`src/hdl/swa_pkg.sv`:
```
package swa_pkg;

  // Field widths
  localparam int EXT_W      = 11;
  localparam int STRIDE_W   = 24;
  localparam int BASE_W     = 32;
  localparam int POS_W      = 10;
  localparam int COUNT_W    = 30;
  localparam int OUT_ADDR_W = 32;
  localparam int PROD_W     = STRIDE_W + POS_W;

  // Configuration port
  localparam int CFG_IDX_W  = 3;
  localparam int CFG_DATA_W = 32;
  localparam int NUM_REG_DIMS = 3;

  // Parameter defaults
  localparam int MAX_DIMS_DEF  = 3;
  localparam int ADDR_BITS_DEF = 32;

  // Largest extent a dimension may have
  localparam logic [EXT_W-1:0] EXT_MAX = EXT_W'(1024);

  // Reset values
  localparam logic [EXT_W-1:0]    EXT_RST          = EXT_W'(1);
  localparam logic [STRIDE_W-1:0] STRIDE_RST       = '0;
  localparam logic [STRIDE_W-1:0] STRIDE_INNER_RST = STRIDE_W'(1);
  localparam logic [BASE_W-1:0]   BASE_RST         = '0;

  typedef enum logic [CFG_IDX_W-1:0] {
    CFG_EXT_OUTER    = 3'd0,
    CFG_EXT_MIDDLE   = 3'd1,
    CFG_EXT_INNER    = 3'd2,
    CFG_STRIDE_OUTER = 3'd3,
    CFG_STRIDE_MIDDLE = 3'd4,
    CFG_STRIDE_INNER = 3'd5,
    CFG_BASE_OFFSET  = 3'd6
  } cfg_reg_t;

  // Zero acts as one, anything above the maximum acts as the maximum.
  function automatic logic [EXT_W-1:0] eff_extent(input logic [EXT_W-1:0] ext);
    logic [EXT_W-1:0] e;
    e = ext;
    if (ext == '0) begin
      e = EXT_W'(1);
    end else if (ext > EXT_MAX) begin
      e = EXT_MAX;
    end
    return e;
  endfunction

endpackage

```
`src/hdl/swa_if.sv`:
```
interface swa_req_if;
  logic valid;
  logic ready;
  logic restart;

  modport source (output valid, output restart, input ready);
  modport sink   (input valid, input restart, output ready);
endinterface

interface swa_rsp_if;
  logic                              valid;
  logic                              ready;
  logic [swa_pkg::OUT_ADDR_W-1:0]    strided_index;
  logic [swa_pkg::COUNT_W-1:0]       compact_index;
  logic                              last;

  modport source (output valid, output strided_index, output compact_index, output last,
                  input ready);
  modport sink   (input valid, input strided_index, input compact_index, input last,
                  output ready);
endinterface

interface swa_cfg_if;
  logic                           valid;
  logic                           ready;
  logic [swa_pkg::CFG_IDX_W-1:0]  index;
  logic [swa_pkg::CFG_DATA_W-1:0] data;

  modport source (output valid, output index, output data, input ready);
  modport sink   (input valid, input index, input data, output ready);
endinterface

```
`src/hdl/strided_nd_address_walker_unit.sv`:
```
// Pipeline: the result of an accepted advance request passes through the issue stage, the
//   multiply stage and the sum into the output register before it reaches out_rsp.
// Throughput: one request per cycle; the three stages flow under out_rsp backpressure.
// A restart request, or an advance while no walk is armed, yields no result.
// Reset (rst_n low, synchronous): walk disarmed, pipeline emptied, registers to their
//   defaults (extents 1, inner stride 1, other strides 0, base 0).
module strided_nd_address_walker_unit #(
  parameter int MAX_DIMS  = swa_pkg::MAX_DIMS_DEF,
  parameter int ADDR_BITS = swa_pkg::ADDR_BITS_DEF
) (
  input  logic      clk,
  input  logic      rst_n,
  swa_req_if.sink   in_req,
  swa_rsp_if.source out_rsp,
  swa_cfg_if.sink   cfg_wr
);

  // Only the innermost dimensions (at most three) map onto registers. Any extra
  // leading dimension has extent 1 and stride 0, so its position is always zero
  // and it adds nothing to the address: it needs no hardware.
  localparam int NACT    = (MAX_DIMS < swa_pkg::NUM_REG_DIMS) ? MAX_DIMS
                                                              : swa_pkg::NUM_REG_DIMS;
  localparam int REG_OFS = swa_pkg::NUM_REG_DIMS - NACT;
  localparam int SUM_W   = ADDR_BITS + swa_pkg::PROD_W;
  localparam int AEXT_W  = ADDR_BITS + swa_pkg::OUT_ADDR_W;

  // ---------------------------------------------------------------------------
  // Configuration registers (index 0 is outermost). Writes are always taken.
  // ---------------------------------------------------------------------------
  logic [swa_pkg::EXT_W-1:0]    ext_r    [swa_pkg::NUM_REG_DIMS];
  logic [swa_pkg::STRIDE_W-1:0] stride_r [swa_pkg::NUM_REG_DIMS];
  logic [swa_pkg::BASE_W-1:0]   base_r;

  // Walk state
  logic [swa_pkg::POS_W-1:0]    pos_r   [NACT];
  logic [swa_pkg::POS_W-1:0]    pos_nxt [NACT];
  logic [swa_pkg::COUNT_W-1:0]  cnt_r;
  logic                         walking_r;

  // Issue stage: position snapshot of the element being emitted
  logic                         s1_v_r;
  logic [swa_pkg::POS_W-1:0]    s1_pos_r [NACT];
  logic [swa_pkg::COUNT_W-1:0]  s1_cnt_r;
  logic                         s1_last_r;

  // Multiply stage: stride times position per dimension
  logic                         s2_v_r;
  logic [swa_pkg::PROD_W-1:0]   s2_prod_r [NACT];
  logic [swa_pkg::COUNT_W-1:0]  s2_cnt_r;
  logic                         s2_last_r;

  // Output register
  logic                            out_v_r;
  logic [swa_pkg::OUT_ADDR_W-1:0]  out_addr_r;
  logic [swa_pkg::COUNT_W-1:0]     out_cnt_r;
  logic                            out_last_r;

  // Pipeline flow: each stage loads when its downstream neighbor frees up.
  logic out_free, s2_free, s1_free;
  logic req_acc, emit, at_end;
  logic [SUM_W-1:0]  addr_sum;
  logic [AEXT_W-1:0] addr_ext;

  assign out_free = !out_v_r || out_rsp.ready;
  assign s2_free  = !s2_v_r || out_free;
  assign s1_free  = !s1_v_r || s2_free;

  assign in_req.ready = s1_free;
  assign cfg_wr.ready = 1'b1;

  assign req_acc = in_req.valid && in_req.ready;
  assign emit    = req_acc && !in_req.restart && walking_r;

  // Odometer: bump the innermost dimension not yet at its last position; every
  // dimension passed on the way wraps to zero. A carry out of the outermost
  // dimension marks the final element.
  always_comb begin
    logic carry;
    carry = 1'b1;
    for (int j = NACT - 1; j >= 0; j--) begin
      pos_nxt[j] = pos_r[j];
      if (carry) begin
        if ((swa_pkg::EXT_W'(pos_r[j]) + swa_pkg::EXT_W'(1))
            < swa_pkg::eff_extent(ext_r[j + REG_OFS])) begin
          pos_nxt[j] = pos_r[j] + swa_pkg::POS_W'(1);
          carry      = 1'b0;
        end else begin
          pos_nxt[j] = '0;
        end
      end
    end
    at_end = carry;
  end

  // Base plus the registered products, kept modulo 2^ADDR_BITS and then fitted
  // to the 32-bit result field (zero filled when ADDR_BITS is narrower).
  always_comb begin
    addr_sum = SUM_W'(base_r);
    for (int j = 0; j < NACT; j++) begin
      addr_sum = addr_sum + SUM_W'(s2_prod_r[j]);
    end
    addr_ext = AEXT_W'(addr_sum[ADDR_BITS-1:0]);
  end

  // Control state and configuration
  always_ff @(posedge clk) begin
    if (!rst_n) begin
      for (int r = 0; r < swa_pkg::NUM_REG_DIMS; r++) begin
        ext_r[r]    <= swa_pkg::EXT_RST;
        stride_r[r] <= swa_pkg::STRIDE_RST;
      end
      stride_r[swa_pkg::NUM_REG_DIMS-1] <= swa_pkg::STRIDE_INNER_RST;
      base_r    <= swa_pkg::BASE_RST;
      for (int j = 0; j < NACT; j++) begin
        pos_r[j] <= '0;
      end
      cnt_r     <= '0;
      walking_r <= 1'b0;
      s1_v_r    <= 1'b0;
      s2_v_r    <= 1'b0;
      out_v_r   <= 1'b0;
    end else begin
      if (cfg_wr.valid && cfg_wr.ready) begin
        case (swa_pkg::cfg_reg_t'(cfg_wr.index))
          swa_pkg::CFG_EXT_OUTER:     ext_r[0]    <= cfg_wr.data[swa_pkg::EXT_W-1:0];
          swa_pkg::CFG_EXT_MIDDLE:    ext_r[1]    <= cfg_wr.data[swa_pkg::EXT_W-1:0];
          swa_pkg::CFG_EXT_INNER:     ext_r[2]    <= cfg_wr.data[swa_pkg::EXT_W-1:0];
          swa_pkg::CFG_STRIDE_OUTER:  stride_r[0] <= cfg_wr.data[swa_pkg::STRIDE_W-1:0];
          swa_pkg::CFG_STRIDE_MIDDLE: stride_r[1] <= cfg_wr.data[swa_pkg::STRIDE_W-1:0];
          swa_pkg::CFG_STRIDE_INNER:  stride_r[2] <= cfg_wr.data[swa_pkg::STRIDE_W-1:0];
          swa_pkg::CFG_BASE_OFFSET:   base_r      <= cfg_wr.data[swa_pkg::BASE_W-1:0];
          default: ;  // unmapped index: dropped
        endcase
      end

      if (req_acc && in_req.restart) begin
        for (int j = 0; j < NACT; j++) begin
          pos_r[j] <= '0;
        end
        cnt_r     <= '0;
        walking_r <= 1'b1;
      end else if (emit) begin
        pos_r     <= pos_nxt;
        cnt_r     <= cnt_r + swa_pkg::COUNT_W'(1);
        walking_r <= !at_end;
      end

      if (s1_free) begin
        s1_v_r <= emit;
      end
      if (s2_free) begin
        s2_v_r <= s1_v_r;
      end
      if (out_free) begin
        out_v_r <= s2_v_r;
      end
    end
  end

  // Payload registers (no reset)
  always_ff @(posedge clk) begin
    if (s1_free) begin
      s1_pos_r  <= pos_r;
      s1_cnt_r  <= cnt_r;
      s1_last_r <= at_end;
    end
    if (s2_free) begin
      for (int j = 0; j < NACT; j++) begin
        s2_prod_r[j] <= swa_pkg::PROD_W'(stride_r[j + REG_OFS])
                        * swa_pkg::PROD_W'(s1_pos_r[j]);
      end
      s2_cnt_r  <= s1_cnt_r;
      s2_last_r <= s1_last_r;
    end
    if (out_free) begin
      out_addr_r <= addr_ext[swa_pkg::OUT_ADDR_W-1:0];
      out_cnt_r  <= s2_cnt_r;
      out_last_r <= s2_last_r;
    end
  end

  assign out_rsp.valid         = out_v_r;
  assign out_rsp.strided_index = out_addr_r;
  assign out_rsp.compact_index = out_cnt_r;
  assign out_rsp.last          = out_last_r;

`ifndef SYNTHESIS
  // A restart never puts an element into the pipeline.
  a_restart_silent: assert property (@(posedge clk) disable iff (!rst_n)
    req_acc && in_req.restart |=> !s1_v_r)
    else $error("restart produced an element");

  // An advance during a walk always issues an element.
  a_advance_issues: assert property (@(posedge clk) disable iff (!rst_n)
    req_acc && !in_req.restart && walking_r |=> s1_v_r)
    else $error("advance during walk issued nothing");

  // The walk ends only by issuing its final element.
  a_walk_ends_on_last: assert property (@(posedge clk) disable iff (!rst_n)
    $fell(walking_r) |-> s1_v_r && s1_last_r)
    else $error("walk ended without a final element");

  // While the final element sits in the issue stage no walk is armed.
  a_last_disarms: assert property (@(posedge clk) disable iff (!rst_n)
    s1_v_r && s1_last_r |-> !walking_r)
    else $error("walk still armed behind its final element");
`endif

endmodule
```
`src/flat_wrapper.sv`:
```
// flat-port wrapper written by rule: the top's interface ports become plain ports
module strided_nd_address_walker_unit_flat 
#(
  parameter int MAX_DIMS  = swa_pkg::MAX_DIMS_DEF,
  parameter int ADDR_BITS = swa_pkg::ADDR_BITS_DEF
)
  (clk, rst_n, in_req_valid, in_req_restart, in_req_ready, out_rsp_valid, out_rsp_strided_index, out_rsp_compact_index, out_rsp_last, out_rsp_ready, cfg_wr_valid, cfg_wr_index, cfg_wr_data, cfg_wr_ready);
  swa_req_if in_req_i ();
  swa_rsp_if out_rsp_i ();
  swa_cfg_if cfg_wr_i ();
  input  logic clk;
  input  logic rst_n;
  input wire logic [$bits(in_req_i.valid)-1:0] in_req_valid;
  input wire logic [$bits(in_req_i.restart)-1:0] in_req_restart;
  output wire logic [$bits(in_req_i.ready)-1:0] in_req_ready;
  output wire logic [$bits(out_rsp_i.valid)-1:0] out_rsp_valid;
  output wire logic [$bits(out_rsp_i.strided_index)-1:0] out_rsp_strided_index;
  output wire logic [$bits(out_rsp_i.compact_index)-1:0] out_rsp_compact_index;
  output wire logic [$bits(out_rsp_i.last)-1:0] out_rsp_last;
  input wire logic [$bits(out_rsp_i.ready)-1:0] out_rsp_ready;
  input wire logic [$bits(cfg_wr_i.valid)-1:0] cfg_wr_valid;
  input wire logic [$bits(cfg_wr_i.index)-1:0] cfg_wr_index;
  input wire logic [$bits(cfg_wr_i.data)-1:0] cfg_wr_data;
  output wire logic [$bits(cfg_wr_i.ready)-1:0] cfg_wr_ready;
  assign in_req_i.valid = in_req_valid;
  assign in_req_i.restart = in_req_restart;
  assign in_req_ready = in_req_i.ready;
  assign out_rsp_valid = out_rsp_i.valid;
  assign out_rsp_strided_index = out_rsp_i.strided_index;
  assign out_rsp_compact_index = out_rsp_i.compact_index;
  assign out_rsp_last = out_rsp_i.last;
  assign out_rsp_i.ready = out_rsp_ready;
  assign cfg_wr_i.valid = cfg_wr_valid;
  assign cfg_wr_i.index = cfg_wr_index;
  assign cfg_wr_i.data = cfg_wr_data;
  assign cfg_wr_ready = cfg_wr_i.ready;
  strided_nd_address_walker_unit #(.MAX_DIMS(MAX_DIMS), .ADDR_BITS(ADDR_BITS)) u_core (.clk(clk), .rst_n(rst_n), .in_req(in_req_i), .out_rsp(out_rsp_i), .cfg_wr(cfg_wr_i));
endmodule
```
`config.mk`:
```
export PLATFORM = sky130hd
export DESIGN_NAME = strided_nd_address_walker_unit_flat
export DESIGN_NICKNAME = d
export VERILOG_FILES = /design/src/hdl/swa_pkg.sv /design/src/hdl/swa_if.sv /design/src/hdl/strided_nd_address_walker_unit.sv /design/src/flat_wrapper.sv
export SDC_FILE = /design/constraint.sdc
export NUM_CORES = 2
export LEC_CHECK = 0
export ABC_AREA = 1
export ABC_CLOCK_PERIOD_IN_PS = 7500
export BUFFER_PORTS_ARGS = -buffer_cell sky130_fd_sc_hd__buf_2
export CAP_MARGIN = 20
export CORE_MARGIN = 5
export CORE_UTILIZATION = 58
export DETAILED_ROUTE_END_ITERATION = 10
export GPL_ROUTABILITY_DRIVEN = 0
export PLACE_DENSITY = 0.75
export SKIP_LAST_GASP = 1
export SYNTH_ARGS = -nofsm -noshare
export SYNTH_HDL_FRONTEND = slang
export SYNTH_SLANG_ARGS = --single-unit
export TNS_END_PERCENT = 10
```
`constraint.sdc`:
```
create_clock -name clk -period 7.5 [get_ports clk]
set_clock_uncertainty 0.2 [all_clocks]
set_input_delay 0.75 -clock clk [delete_from_list [all_inputs] [get_ports clk]]
set_output_delay 0.75 -clock clk [all_outputs]
set_load 0.05 [all_outputs]
```
==> reports/summary.txt <==
Status = finished, final reports clean
Count leader, synth = nand2_1
Logic pwr share = 9.9%
I/O pin cnt = 107
Crit-path max FO = 24
Die Span Y = 280 µm
Sequential power share = 49.0%
Drt wl/cell = 18.7 µm
Root buffer cell = clkbuf_16
Post_cts resized = 0
Post-DP HPWL = 83.3 mm
CTS tree = done
Vias per inst = 5.46
Startpoint Class = flip-flop
PortBufs = 105
Share of cells above drive strength 1 = 5.67%
HP Class = in -> reg
Num rows = 99
Max-cap violations = 0
Finished Layout Cells = 5684
Sw frac = 27.6%
Leakage = 0.0250 µW
H-tree levels = 2
Setup total negative slack = 0 ps
Post-Syn Instances = 4677
Synth top area cells = fa_1, edfxtp_1, nand2_1, inv_1, ha_1
All-layer global routing usage = 27.7%
Largest net degree at the start of global routing = 68
PwrDens = 133 mW/mm²
Final period util = 80.5%
Largest area contributor in the netlist = fa_1
ANT nets after route = 0
CTS Buf Count = 49
Yosys warning count = 0
Netlist cell types = 61
Clock share of power = 41.1%
Rel. slew slack = 26.2%
Yosys top cell area share = 27.5%
Syn_nets = 5544
Final Hold Viols = 0
RSZ-0062 raised after global routing = false
Clk buf depth = 3
Psw = 1650 µW
Full die area = 0.0783 mm²
FF+latch count, synth = 452
Nets = 5549
Aggregate global routing overflow = 0
Register area share after synthesis = 29.9%
Drt total wl = 106 mm
Initial Util = 58.2%
Hold buffer count at CTS = 0
Area Growth Syn to Fin = 6.83%
WP data arrival = 6180 ps
Setup-failing EPs final = 0
Iter 0 DRT Violations = 2939
CP required = 7640 ps
Worst slew pin tran = 1110 ps
DRT Pass-1 Iters = 6
Period minus WS final = 6040 ps
DRC Markers = 0
Core ar. = 0.0726 mm²
Predominant post-synthesis flop cell = edfxtp_1
Post-CTS Setup Repair Bufs = 0
Async SR Flop Fraction = 0%
Clk slew on worst S/H paths = 60 ps
Vias in the first global route = 31700
Slew Limit Fails = 0
Antenna violations before repair = 5
Placed cells = 5589
Vias post-DR = 31000
Post-synth EDFFs = 356
Peak supply drop = 0.245 mV
Post-Syn Area per Cell = 9.03 µm²
Die width = 280 µm
Synthesized cell area = 0.0422 mm²
Most instantiated cells after synthesis = nand2_1, inv_1, fa_1
Critical path class = reg -> reg
Total power = 6000 µW
Highest Clock Rate = 166 MHz
Pre-CTS WS = 1580 ps
CTS sink count = 452
CP endpoint kind = flip-flop
Power Internal = 4350 µW
First-pass GRT wire length = 172 mm
Final worst slack = 1460 ps
Worst skew pair latency = 620 ps
[per-layer routing]
metal	vias to the layer above	share of wire, %	track usage, %
met2	1474	45	43.4
met3	263	9.5	5.62
met1	15000	41	38.6
met5	-	0.057	0
met4	8	4.8	10.7
li1	14200	-	-
[layout make-up]
| cell class | instances | area [µm²] |
|---|---|---|
| fillers | 5999 | 27500 |
| multi-input cells | 2982 | 24900 |
| flip-flops and latches | 452 | 12600 |
| inverters | 1079 | 4070 |
| clock buffers | 59 | 1350 |
| well taps | 959 | 1200 |
| repair buffers | 118 | 643 |
| clock inverters | 33 | 322 |
| diodes | 2 | 5.00 |
[flip-flops by register name (all words and copies together) (netlist names)]
register and cells:
u_core.out_rsp.strided_index 32, u_core.pos_r 30, u_core.cnt_r 30, u_core.s1_v_r 1, u_core.s2_prod_r 96, u_core.ext_r 33, u_core.out_rsp.compact_index 30, u_core.s2_last_r 1
u_core.s2_cnt_r 30, u_core.out_rsp.valid 1, u_core.s2_v_r 1, u_core.s1_pos_r 30, u_core.stride_r 72, u_core.out_rsp.last 1, u_core.walking_r 1, u_core.base_r 32
u_core.s1_cnt_r 30, u_core.s1_last_r 1
[cells in the final DEF, fill, tap and decap left out, types with 51 or more instances in the layout]
| master | instances |
|---|---|
| nand2_1 | 1089 |
| inv_1 | 1069 |
| fa_1 | 581 |
| edfxtp_1 | 356 |
| nor2_1 | 265 |
| ha_1 | 245 |
| a21oi_1 | 212 |
| o21ai_0 | 119 |
| xor2_1 | 106 |
| buf_2 | 105 |
| dfxtp_1 | 96 |
| nand3_1 | 84 |
| xnor2_1 | 52 |
| clkbuf_16 | 51 |
[cells by family (layout without fill, tap and decap cells)]
| logic type | Yosys count | in the layout | synth area share [%] |
|---|---|---|---|
| fa+ha+maj | 826 | 826 | 34.8 |
| simple gates | 1570 | 1570 | 15.2 |
| xor+xnor | 158 | 158 | 3.28 |
| other cells | 1 | 3 | 0.00888 |
| compound gates | 427 | 427 | 5.66 |
| flops | 452 | 452 | 29.9 |
| buf+inv | 1243 | 1289 | 11.2 |
[path summary, 6_finish.rpt]
check,from,to,slack [ps],cells past startpoint
setup reg to reg,u_core.s1_pos_r[11],u_core.s2_prod_r[0][61],1460,18
hold reg to reg,u_core.s1_cnt_r[12],u_core.s2_cnt_r[12],220,0
hold / removal,in_req_restart,u_core.walking_r,210,3
setup / recovery,u_core.s1_pos_r[11],u_core.s2_prod_r[0][61],1460,18
[critical path, cell delays in order (launching register included)]
cell and delay (ps):
edfxtp_1 1030, nand2_1 190, fa_1 580, inv_1 60
fa_1 480, fa_1 520, fa_1 500, inv_1 60
fa_1 550, inv_1 70, ha_1 350, a21oi_1 250
o21ai_0 150, a21oi_1 130, o21ai_1 140, a21o_1 210
nand2_1 60, nand2_1 60, xor2_1 150
[metrics by stage]
step / area (µm²) / utilization (%) / hold WS (ps)
detailed placement: 43400 / 59.8 / 205
finish: 45100 / 62.2 / 214
global placement: 43400 / 59.8 / 201
global route: 45100 / 62.2 / 210
floorplan: 42200 / - / 200
CTS: 45100 / 62.1 / 192
[power by group through the flow]
stage / Sequential (µW) / Clock, µW / Combinational [µW]
floorplan: 2980 / 0 / 370
global placement: 2990 / 0 / 566
detailed placement: 2990 / 0 / 579
CTS: 2940 / 2490 / 584
global route: 2950 / 2610 / 646
finish: 2940 / 2470 / 593
(Power assumes the default switching activity.)
